--- src/bsmc_pkg.sv ---
// ----------------------------------------------------------------------------
// Bus shadow memory checker package
// Shared types, status codes and register map for the checker core.
// ----------------------------------------------------------------------------
package bsmc_pkg;

  localparam int ENTRIES_DEFAULT = 64;

  localparam int          PADDR_W           = 3;
  localparam logic [31:0] IGNORE_BASE_RESET = 32'hF000_0000;

  localparam logic [PADDR_W-1:0] ADDR_IGNORE_BASE = 3'd0;

  localparam logic CMD_WRITE = 1'b0;
  localparam logic CMD_READ  = 1'b1;

  typedef logic [2:0] status_t;

  localparam status_t ST_OK       = 3'd0;
  localparam status_t ST_MISMATCH = 3'd1;
  localparam status_t ST_MISS     = 3'd2;
  localparam status_t ST_FULL     = 3'd3;
  localparam status_t ST_IGNORED  = 3'd4;

  typedef struct packed {
    logic        cmd;
    logic [31:0] address;
    logic [31:0] bus_data;
    logic [3:0]  byte_enable;
  } req_t;

  typedef struct packed {
    status_t     status;
    logic [31:0] expected_data;
  } rsp_t;

  typedef struct packed {
    logic load;
    logic scan_start;
    logic scan_step;
    logic word_finish;
    logic miss_finish;
    logic ignore_finish;
  } dp_cmd_t;

  typedef struct packed {
    logic ignored;
    logic hit;
    logic miss;
    logic rsp_free;
  } dp_stat_t;

  function automatic logic [31:0] lane_mask(input logic [3:0] be);
    return {{8{be[3]}}, {8{be[2]}}, {8{be[1]}}, {8{be[0]}}};
  endfunction

endpackage

--- src/bus_shadow_memory_checker_core.sv ---
// ----------------------------------------------------------------------------
// Bus shadow memory checker core
// Keeps a shadow table of written words and checks observed reads against it.
// ----------------------------------------------------------------------------
// Sequence: the request is registered at the accepting edge; an ignored one is
// answered from the start state, others after the tag scan and a word read or miss.
// Requests: one at a time, the next accepted in the cycle after the response is
// loaded; a stalled response output holds back the loading of the response.
// Reset clears the entry count and control state and sets the ignore bound to
// 0xF0000000; table contents are not cleared, entries are read only once allocated.
// ----------------------------------------------------------------------------
module bus_shadow_memory_checker_core
  import bsmc_pkg::*;
#(
  parameter int ENTRIES = ENTRIES_DEFAULT
) (
  input  logic               clk,
  input  logic               rst,
  input  req_t               req,
  input  logic               req_valid,
  output logic               req_stall,
  output rsp_t               rsp,
  output logic               rsp_valid,
  input  logic               rsp_stall,
  input  logic               psel,
  input  logic               penable,
  input  logic               pwrite,
  input  logic [PADDR_W-1:0] paddr,
  input  logic [31:0]        pwdata,
  output logic [31:0]        prdata,
  output logic               pready
);

  dp_cmd_t  cmd;
  dp_stat_t stat;
  logic     busy;

  assign pready    = 1'b1;
  assign req_stall = busy;

  bsmc_ctrl u_ctrl (
    .clk       (clk),
    .rst       (rst),
    .req_valid (req_valid),
    .stat      (stat),
    .cmd       (cmd),
    .busy      (busy)
  );

  bsmc_datapath #(
    .ENTRIES (ENTRIES)
  ) u_datapath (
    .clk       (clk),
    .rst       (rst),
    .cmd       (cmd),
    .stat      (stat),
    .req       (req),
    .rsp       (rsp),
    .rsp_valid (rsp_valid),
    .rsp_stall (rsp_stall),
    .psel      (psel),
    .penable   (penable),
    .pwrite    (pwrite),
    .paddr     (paddr),
    .pwdata    (pwdata),
    .prdata    (prdata)
  );

endmodule

--- src/bsmc_ram.sv ---
// ----------------------------------------------------------------------------
// Generic RAM
// One write port and one read port with registered read data.
// ----------------------------------------------------------------------------
module bsmc_ram #(
  parameter int WIDTH = 32,
  parameter int DEPTH = 64
) (
  input  logic                     clk,
  input  logic                     we,
  input  logic [$clog2(DEPTH)-1:0] waddr,
  input  logic [WIDTH-1:0]         wdata,
  input  logic [$clog2(DEPTH)-1:0] raddr,
  output logic [WIDTH-1:0]         rdata
);

  logic [WIDTH-1:0] mem [DEPTH];

  always_ff @(posedge clk) begin
    if (we) begin
      mem[waddr] <= wdata;
    end
    rdata <= mem[raddr];
  end

endmodule

--- src/bsmc_ctrl.sv ---
// ----------------------------------------------------------------------------
// Checker controller
// Sequences accept, table scan, word access and response per request.
// ----------------------------------------------------------------------------
module bsmc_ctrl
  import bsmc_pkg::*;
(
  input  logic     clk,
  input  logic     rst,
  input  logic     req_valid,
  input  dp_stat_t stat,
  output dp_cmd_t  cmd,
  output logic     busy
);

  typedef enum logic [5:0] {
    S_IDLE    = 6'b000001,
    S_START   = 6'b000010,
    S_SCAN    = 6'b000100,
    S_WORD_RD = 6'b001000,
    S_WORD    = 6'b010000,
    S_MISS    = 6'b100000
  } state_t;

  state_t state;
  state_t state_next;

  always_ff @(posedge clk) begin
    if (rst) begin
      state <= S_IDLE;
    end else begin
      state <= state_next;
    end
  end

  always_comb begin
    state_next = state;
    cmd        = '0;
    case (state)
      S_IDLE: begin
        if (req_valid) begin
          cmd.load   = 1'b1;
          state_next = S_START;
        end
      end
      S_START: begin
        if (stat.ignored) begin
          if (stat.rsp_free) begin
            cmd.ignore_finish = 1'b1;
            state_next        = S_IDLE;
          end
        end else begin
          cmd.scan_start = 1'b1;
          state_next     = S_SCAN;
        end
      end
      S_SCAN: begin
        cmd.scan_step = 1'b1;
        if (stat.hit) begin
          state_next = S_WORD_RD;
        end else if (stat.miss) begin
          state_next = S_MISS;
        end
      end
      S_WORD_RD: begin
        state_next = S_WORD;
      end
      S_WORD: begin
        if (stat.rsp_free) begin
          cmd.word_finish = 1'b1;
          state_next      = S_IDLE;
        end
      end
      S_MISS: begin
        if (stat.rsp_free) begin
          cmd.miss_finish = 1'b1;
          state_next      = S_IDLE;
        end
      end
      default: begin
        state_next = S_IDLE;
      end
    endcase
  end

  assign busy = (state != S_IDLE);

endmodule

--- src/bsmc_datapath.sv ---
// ----------------------------------------------------------------------------
// Checker datapath
// Holds the request, the tag and word memories, the scan counters, the
// ignore bound register and the response register.
// ----------------------------------------------------------------------------
module bsmc_datapath
  import bsmc_pkg::*;
#(
  parameter int ENTRIES = ENTRIES_DEFAULT
) (
  input  logic               clk,
  input  logic               rst,
  input  dp_cmd_t            cmd,
  output dp_stat_t           stat,
  input  req_t               req,
  output rsp_t               rsp,
  output logic               rsp_valid,
  input  logic               rsp_stall,
  input  logic               psel,
  input  logic               penable,
  input  logic               pwrite,
  input  logic [PADDR_W-1:0] paddr,
  input  logic [31:0]        pwdata,
  output logic [31:0]        prdata
);

  localparam int AW = $clog2(ENTRIES);
  localparam int CW = $clog2(ENTRIES + 1);

  req_t          req_q;
  logic [31:0]   ignore_base;
  logic [CW-1:0] used;
  logic [CW-1:0] k;
  logic          cmp_valid;
  logic [AW-1:0] cmp_idx;
  logic [AW-1:0] hit_idx;
  rsp_t          rsp_q;

  logic [31:0] tag_rdata;
  logic [31:0] word_rdata;
  logic [31:0] mask;
  logic        is_write;
  logic        full;
  logic        hit;
  logic        issue;
  logic        alloc;
  logic        tag_we;
  logic        word_we;
  logic [AW-1:0] word_waddr;
  logic [31:0] word_wdata;
  logic        rsp_free;
  logic        cfg_write;

  assign mask     = lane_mask(req_q.byte_enable);
  assign is_write = (req_q.cmd == CMD_WRITE);
  assign full     = (used == CW'(ENTRIES));
  assign hit      = cmp_valid && (tag_rdata == req_q.address);
  assign issue    = (k < used);
  assign rsp_free = !rsp_valid || !rsp_stall;

  assign alloc      = cmd.miss_finish && is_write && !full;
  assign tag_we     = alloc;
  assign word_we    = alloc || (cmd.word_finish && is_write);
  assign word_waddr = alloc ? used[AW-1:0] : hit_idx;
  assign word_wdata = alloc ? (req_q.bus_data & mask)
                            : ((word_rdata & ~mask) | (req_q.bus_data & mask));

  assign stat.ignored  = (req_q.address >= ignore_base);
  assign stat.hit      = hit;
  assign stat.miss     = !cmp_valid && !issue;
  assign stat.rsp_free = rsp_free;

  assign cfg_write = psel && penable && pwrite && (paddr == ADDR_IGNORE_BASE);
  assign prdata    = (paddr == ADDR_IGNORE_BASE) ? ignore_base : 32'd0;

  bsmc_ram #(
    .WIDTH (32),
    .DEPTH (ENTRIES)
  ) u_tag_ram (
    .clk   (clk),
    .we    (tag_we),
    .waddr (used[AW-1:0]),
    .wdata (req_q.address),
    .raddr (k[AW-1:0]),
    .rdata (tag_rdata)
  );

  bsmc_ram #(
    .WIDTH (32),
    .DEPTH (ENTRIES)
  ) u_word_ram (
    .clk   (clk),
    .we    (word_we),
    .waddr (word_waddr),
    .wdata (word_wdata),
    .raddr (hit_idx),
    .rdata (word_rdata)
  );

  always_ff @(posedge clk) begin
    if (cmd.load) begin
      req_q <= req;
    end
    if (cmd.scan_step && hit) begin
      hit_idx <= cmp_idx;
    end
    if (cmd.scan_step && !hit) begin
      cmp_idx <= k[AW-1:0];
    end
  end

  always_ff @(posedge clk) begin
    if (rst) begin
      ignore_base <= IGNORE_BASE_RESET;
      used        <= '0;
      k           <= '0;
      cmp_valid   <= 1'b0;
    end else begin
      if (cfg_write) begin
        ignore_base <= pwdata;
      end
      if (alloc) begin
        used <= used + CW'(1);
      end
      if (cmd.scan_start) begin
        k         <= '0;
        cmp_valid <= 1'b0;
      end else if (cmd.scan_step) begin
        if (hit) begin
          cmp_valid <= 1'b0;
        end else begin
          cmp_valid <= issue;
          if (issue) begin
            k <= k + CW'(1);
          end
        end
      end
    end
  end

  always_ff @(posedge clk) begin
    if (cmd.ignore_finish) begin
      rsp_q.status        <= ST_IGNORED;
      rsp_q.expected_data <= 32'd0;
    end else if (cmd.miss_finish) begin
      rsp_q.expected_data <= 32'd0;
      if (!is_write) begin
        rsp_q.status <= ST_MISS;
      end else if (full) begin
        rsp_q.status <= ST_FULL;
      end else begin
        rsp_q.status <= ST_OK;
      end
    end else if (cmd.word_finish) begin
      if (!is_write && (word_rdata != req_q.bus_data)) begin
        rsp_q.status        <= ST_MISMATCH;
        rsp_q.expected_data <= word_rdata;
      end else begin
        rsp_q.status        <= ST_OK;
        rsp_q.expected_data <= 32'd0;
      end
    end
  end

  always_ff @(posedge clk) begin
    if (rst) begin
      rsp_valid <= 1'b0;
    end else if (cmd.ignore_finish || cmd.miss_finish || cmd.word_finish) begin
      rsp_valid <= 1'b1;
    end else if (rsp_valid && !rsp_stall) begin
      rsp_valid <= 1'b0;
    end
  end

  assign rsp = rsp_q;

  a_used_bound: assert property (@(posedge clk) disable iff (rst)
    used <= CW'(ENTRIES))
    else $error("entry count exceeds table size");

  a_alloc_count: assert property (@(posedge clk) disable iff (rst)
    alloc |=> used == $past(used) + CW'(1))
    else $error("allocation did not advance entry count");

  a_hit_in_range: assert property (@(posedge clk) disable iff (rst)
    cmd.word_finish |-> CW'(hit_idx) < used)
    else $error("word access outside allocated entries");

  a_expect_zero: assert property (@(posedge clk) disable iff (rst)
    rsp_valid |-> (rsp_q.status == ST_MISMATCH || rsp_q.expected_data == 32'd0))
    else $error("expected data set without a mismatch");

endmodule
--- config.mk ---
export PLATFORM = sky130hd
export DESIGN_NAME = bus_shadow_memory_checker_core
export DESIGN_NICKNAME = d
export VERILOG_FILES = /design/src/bsmc_pkg.sv /design/src/bus_shadow_memory_checker_core.sv /design/src/bsmc_ram.sv /design/src/bsmc_ctrl.sv /design/src/bsmc_datapath.sv
export SDC_FILE = /design/constraint.sdc
export NUM_CORES = 2
export LEC_CHECK = 0
export BUFFER_PORTS_ARGS = -buffer_cell sky130_fd_sc_hd__clkbuf_2
export CAP_MARGIN = 15
export CORE_MARGIN = 2
export CORE_UTILIZATION = 65
export DETAILED_ROUTE_END_ITERATION = 16
export PLACE_DENSITY = 0.91
export REMOVE_ABC_BUFFERS = 1
export SYNTH_ARGS = -nofsm -noshare
export SYNTH_HDL_FRONTEND = slang
export SYNTH_SLANG_ARGS = --single-unit
--- constraint.sdc ---
create_clock -name clk -period 8.81 [get_ports clk]
set_input_delay 0 -clock clk [delete_from_list [all_inputs] [get_ports clk]]
set_output_delay 0 -clock clk [all_outputs]
set_load 0.03 [all_outputs]
==> metrics.txt <==
Clock Latency Late Sink=1.07 ns; Die Width=508.0 um; Worst EP required=9.45 ns; min cycle time layout=5.938 ns; period utilisation layout=67.40%; max_slew headroom=6.874%; Placement Rows=185; fin nets=7805; clock tree from TritonCTS=yes; Max IR drop VDD=269.3 uV; Avg Inst Size Synth=24.05 um2; routability cong.=0.9073; RSZ-0062 raised after global routing=false; worst stage delay on the critical path=1.12 ns; final setup fails=0; predominant post-synthesis flop cell=edfxtp_1; core area=253500 um2; post-CTS setup buffer count=0; initial DRC count=20470; Max H-tree Level=5; final setup skew=0.09063 ns; CP max stage cell=nor2_4; gr usage total=47.56%; cells after synthesis=6866; total CTS buffers=417; die area=258100 um2; critical-path cell list=or3_1 -> nor3_2 -> nand2b_2 -> buf_4 -> a31oi_1 -> nand2b_1 -> nor2_4; CTS Hold Buffers Added=269; first-pass GRT wire length=809600 um; CTS clk-pin slew, worst paths=0.07 ns; CP Max Fanout=36; Crit Path Category=reg2reg; Max Cap Viol=0; DR WL/cell=53.73 um; pin count of the biggest net entering global routing=162; sum of net half-perimeters after detailed placement=306100 um; Final Hold Fails=0; met2 Track Usage GR=73.30%; worst hold path class=in2reg; number of global-route vias before repair=91870; Bufs and invs on worst path=1; # port buffers=179; Arrival @ worst endpoint=6.58 ns; grt total ovfl=0; Post-synth EDFFs=4177; vias=95270; Worst Max-Slew Pin Slew=1.392 ns; Crit. End Element=register; Ports=181; DRT Wirelength=613700 um; met3 usage=14.80%; asr flop ratio synth=0%; share of cells above drive strength 1=32.01%; Synth area leaders=edfxtp_1 (76%), mux4_2 (18%), dfxtp_1 (1.9%); post-route ant nets=0; Yosys top cell area share=75.97%; clock root buffer=clkbuf_16; Seq/Total Area, Yosys=77.82%; Leak Pwr=58.08 nW; Slew Viols, Final=0; Layout Area Growth over Synthesis=14.43%; Pre-antenna DRT Iters=9; commonest non-fill, non-tap cell in the layout=edfxtp_1; initial core utilization=65.14%; CTS max path bufs=4; Synth warnings=0; startpoint types=register; area leader, netlist=edfxtp_1; initial antenna violation count=93; status=complete, no violations; Vias/cell=8.341; hold_ws=0.1540 ns; die height=508.0 um; Max Clk Rate=0.1684 GHz; PwrDens=237.6 nW/um2; Mapped Area=165100 um2; DRC violations left=0; Synth cell types=64; clock sinks=4330; GRT met1 Usage=50.47%; register bit total from synthesis=4330; crit-path leading delay family=simple AND/OR/NAND/NOR gates; busiest grt layer=met2; most frequent cells in the layout=edfxtp_1 (4177), mux4_2 (1344), clkbuf_16 (421); post-CTS sizing=0; Final TNS setup=0 ns
## sequential cells by signal (all words and copies together) (netlist names), 4 cells and up
register,cells
u_datapath.k,7
u_datapath.used,7
u_datapath.ignore_base,32
u_datapath.mask,4
u_datapath.u_word_ram.mem,2048
u_datapath.req_q,65
u_datapath.u_tag_ram.rdata,32
u_datapath.rsp,35
u_datapath.u_tag_ram.mem,2048
u_datapath.u_word_ram.rdata,32
u_datapath.cmp_idx,6
u_ctrl.state,6
u_datapath.hit_idx,6
## stage by stage
step / utilization, % / worst slack, ns / instances / cell area [um2] / power [mW]
final: 74.54 / 2.872 / 11420 / 188900 / 44.89
after detailed placement: 67.86 / 3.371 / 10290 / 172000 / 26.43
after CTS: 74.14 / 3.154 / 11310 / 187900 / 44.19
after global placement: 67.84 / 3.920 / 10290 / 172000 / 26.13
after floorplan: - / -14.77 / 6515 / 163600 / 25.14
after global routing: 74.50 / 3.014 / 11380 / 188800 / 45.22
## cell families (layout without fill, tap and decap cells)
kind of cell,after synthesis,after routing,share of synthesized area [%]
flops,4330,4330,77.82
mux,1350,1350,18.37
simple gates,489,489,1.369
buf+inv,406,1525,1.044
compound gates,184,184,0.7381
xor+xnor,65,65,0.3448
fa+ha+maj,41,41,0.3107
other cells,1,72,0.002271
## area by class of cell
class	instances	area, um2
flip-flops and latches	4330	128500
fillers	11930	64520
multi-input cells	2130	36270
clock buffers	540	11190
repair buffers	719	6319
well taps	3366	4212
clock inverters	211	2051
inverters	55	206.4
diodes	71	177.7
## final timing paths
check        cells after the start                                    endpoint  slack (ns)                       startpoint
max                              7  u_datapath.u_word_ram.mem[2][14]$_DFFE_PP_        2.87  u_datapath.used[4]$_SDFFE_PP0P_
min                              2              u_datapath.req_q[66]$_DFFE_PP_        0.15                          req[66]
min reg2reg                      0             u_datapath.hit_idx[2]$_DFFE_PP_        0.46  u_datapath.cmp_idx[2]$_DFFE_PP_
max reg2reg                      7  u_datapath.u_word_ram.mem[2][14]$_DFFE_PP_        2.87  u_datapath.used[4]$_SDFFE_PP0P_
## Yosys cell counts (all sizes together), types with 8 or more instances
| cell | number |
|---|---|
| nor4 | 18 |
| or3 | 8 |
| nor3 | 16 |
| xor2 | 24 |
| edfxtp | 4177 |
| clkbuf | 191 |
| dfxtp | 153 |
| mux4 | 1344 |
| buf | 160 |
| o21ai | 47 |
| a22oi | 8 |
| nand2 | 160 |
| a32o | 24 |
| nand4 | 22 |
| nor2 | 157 |
| nor2b | 10 |
| ha | 41 |
| a21oi | 55 |
| nand2b | 9 |
| xnor2 | 41 |
| inv | 54 |
| and2 | 34 |
| nand3 | 23 |
## power by group
| group | leakage (nW) | internal (mW) | total [mW] | switching [mW] |
|---|---|---|---|---|
| Combinational | 12.8 | 0.351 | 2.64 | 2.28 |
| Sequential | 38.9 | 23.7 | 23.8 | 0.105 |
| Clock | 6.43 | 10.1 | 18.4 | 8.39 |
| Total | 58.1 | 34.1 | 44.9 | 10.8 |
## metal layers
metal	vias to the layer above	wire length [um]
li1	31110	-
met1	46770	154100
met2	13080	281500
met3	4261	85970
met4	56	91760
met5	-	394
No activity file was read; power rests on OpenSTA's default activity.
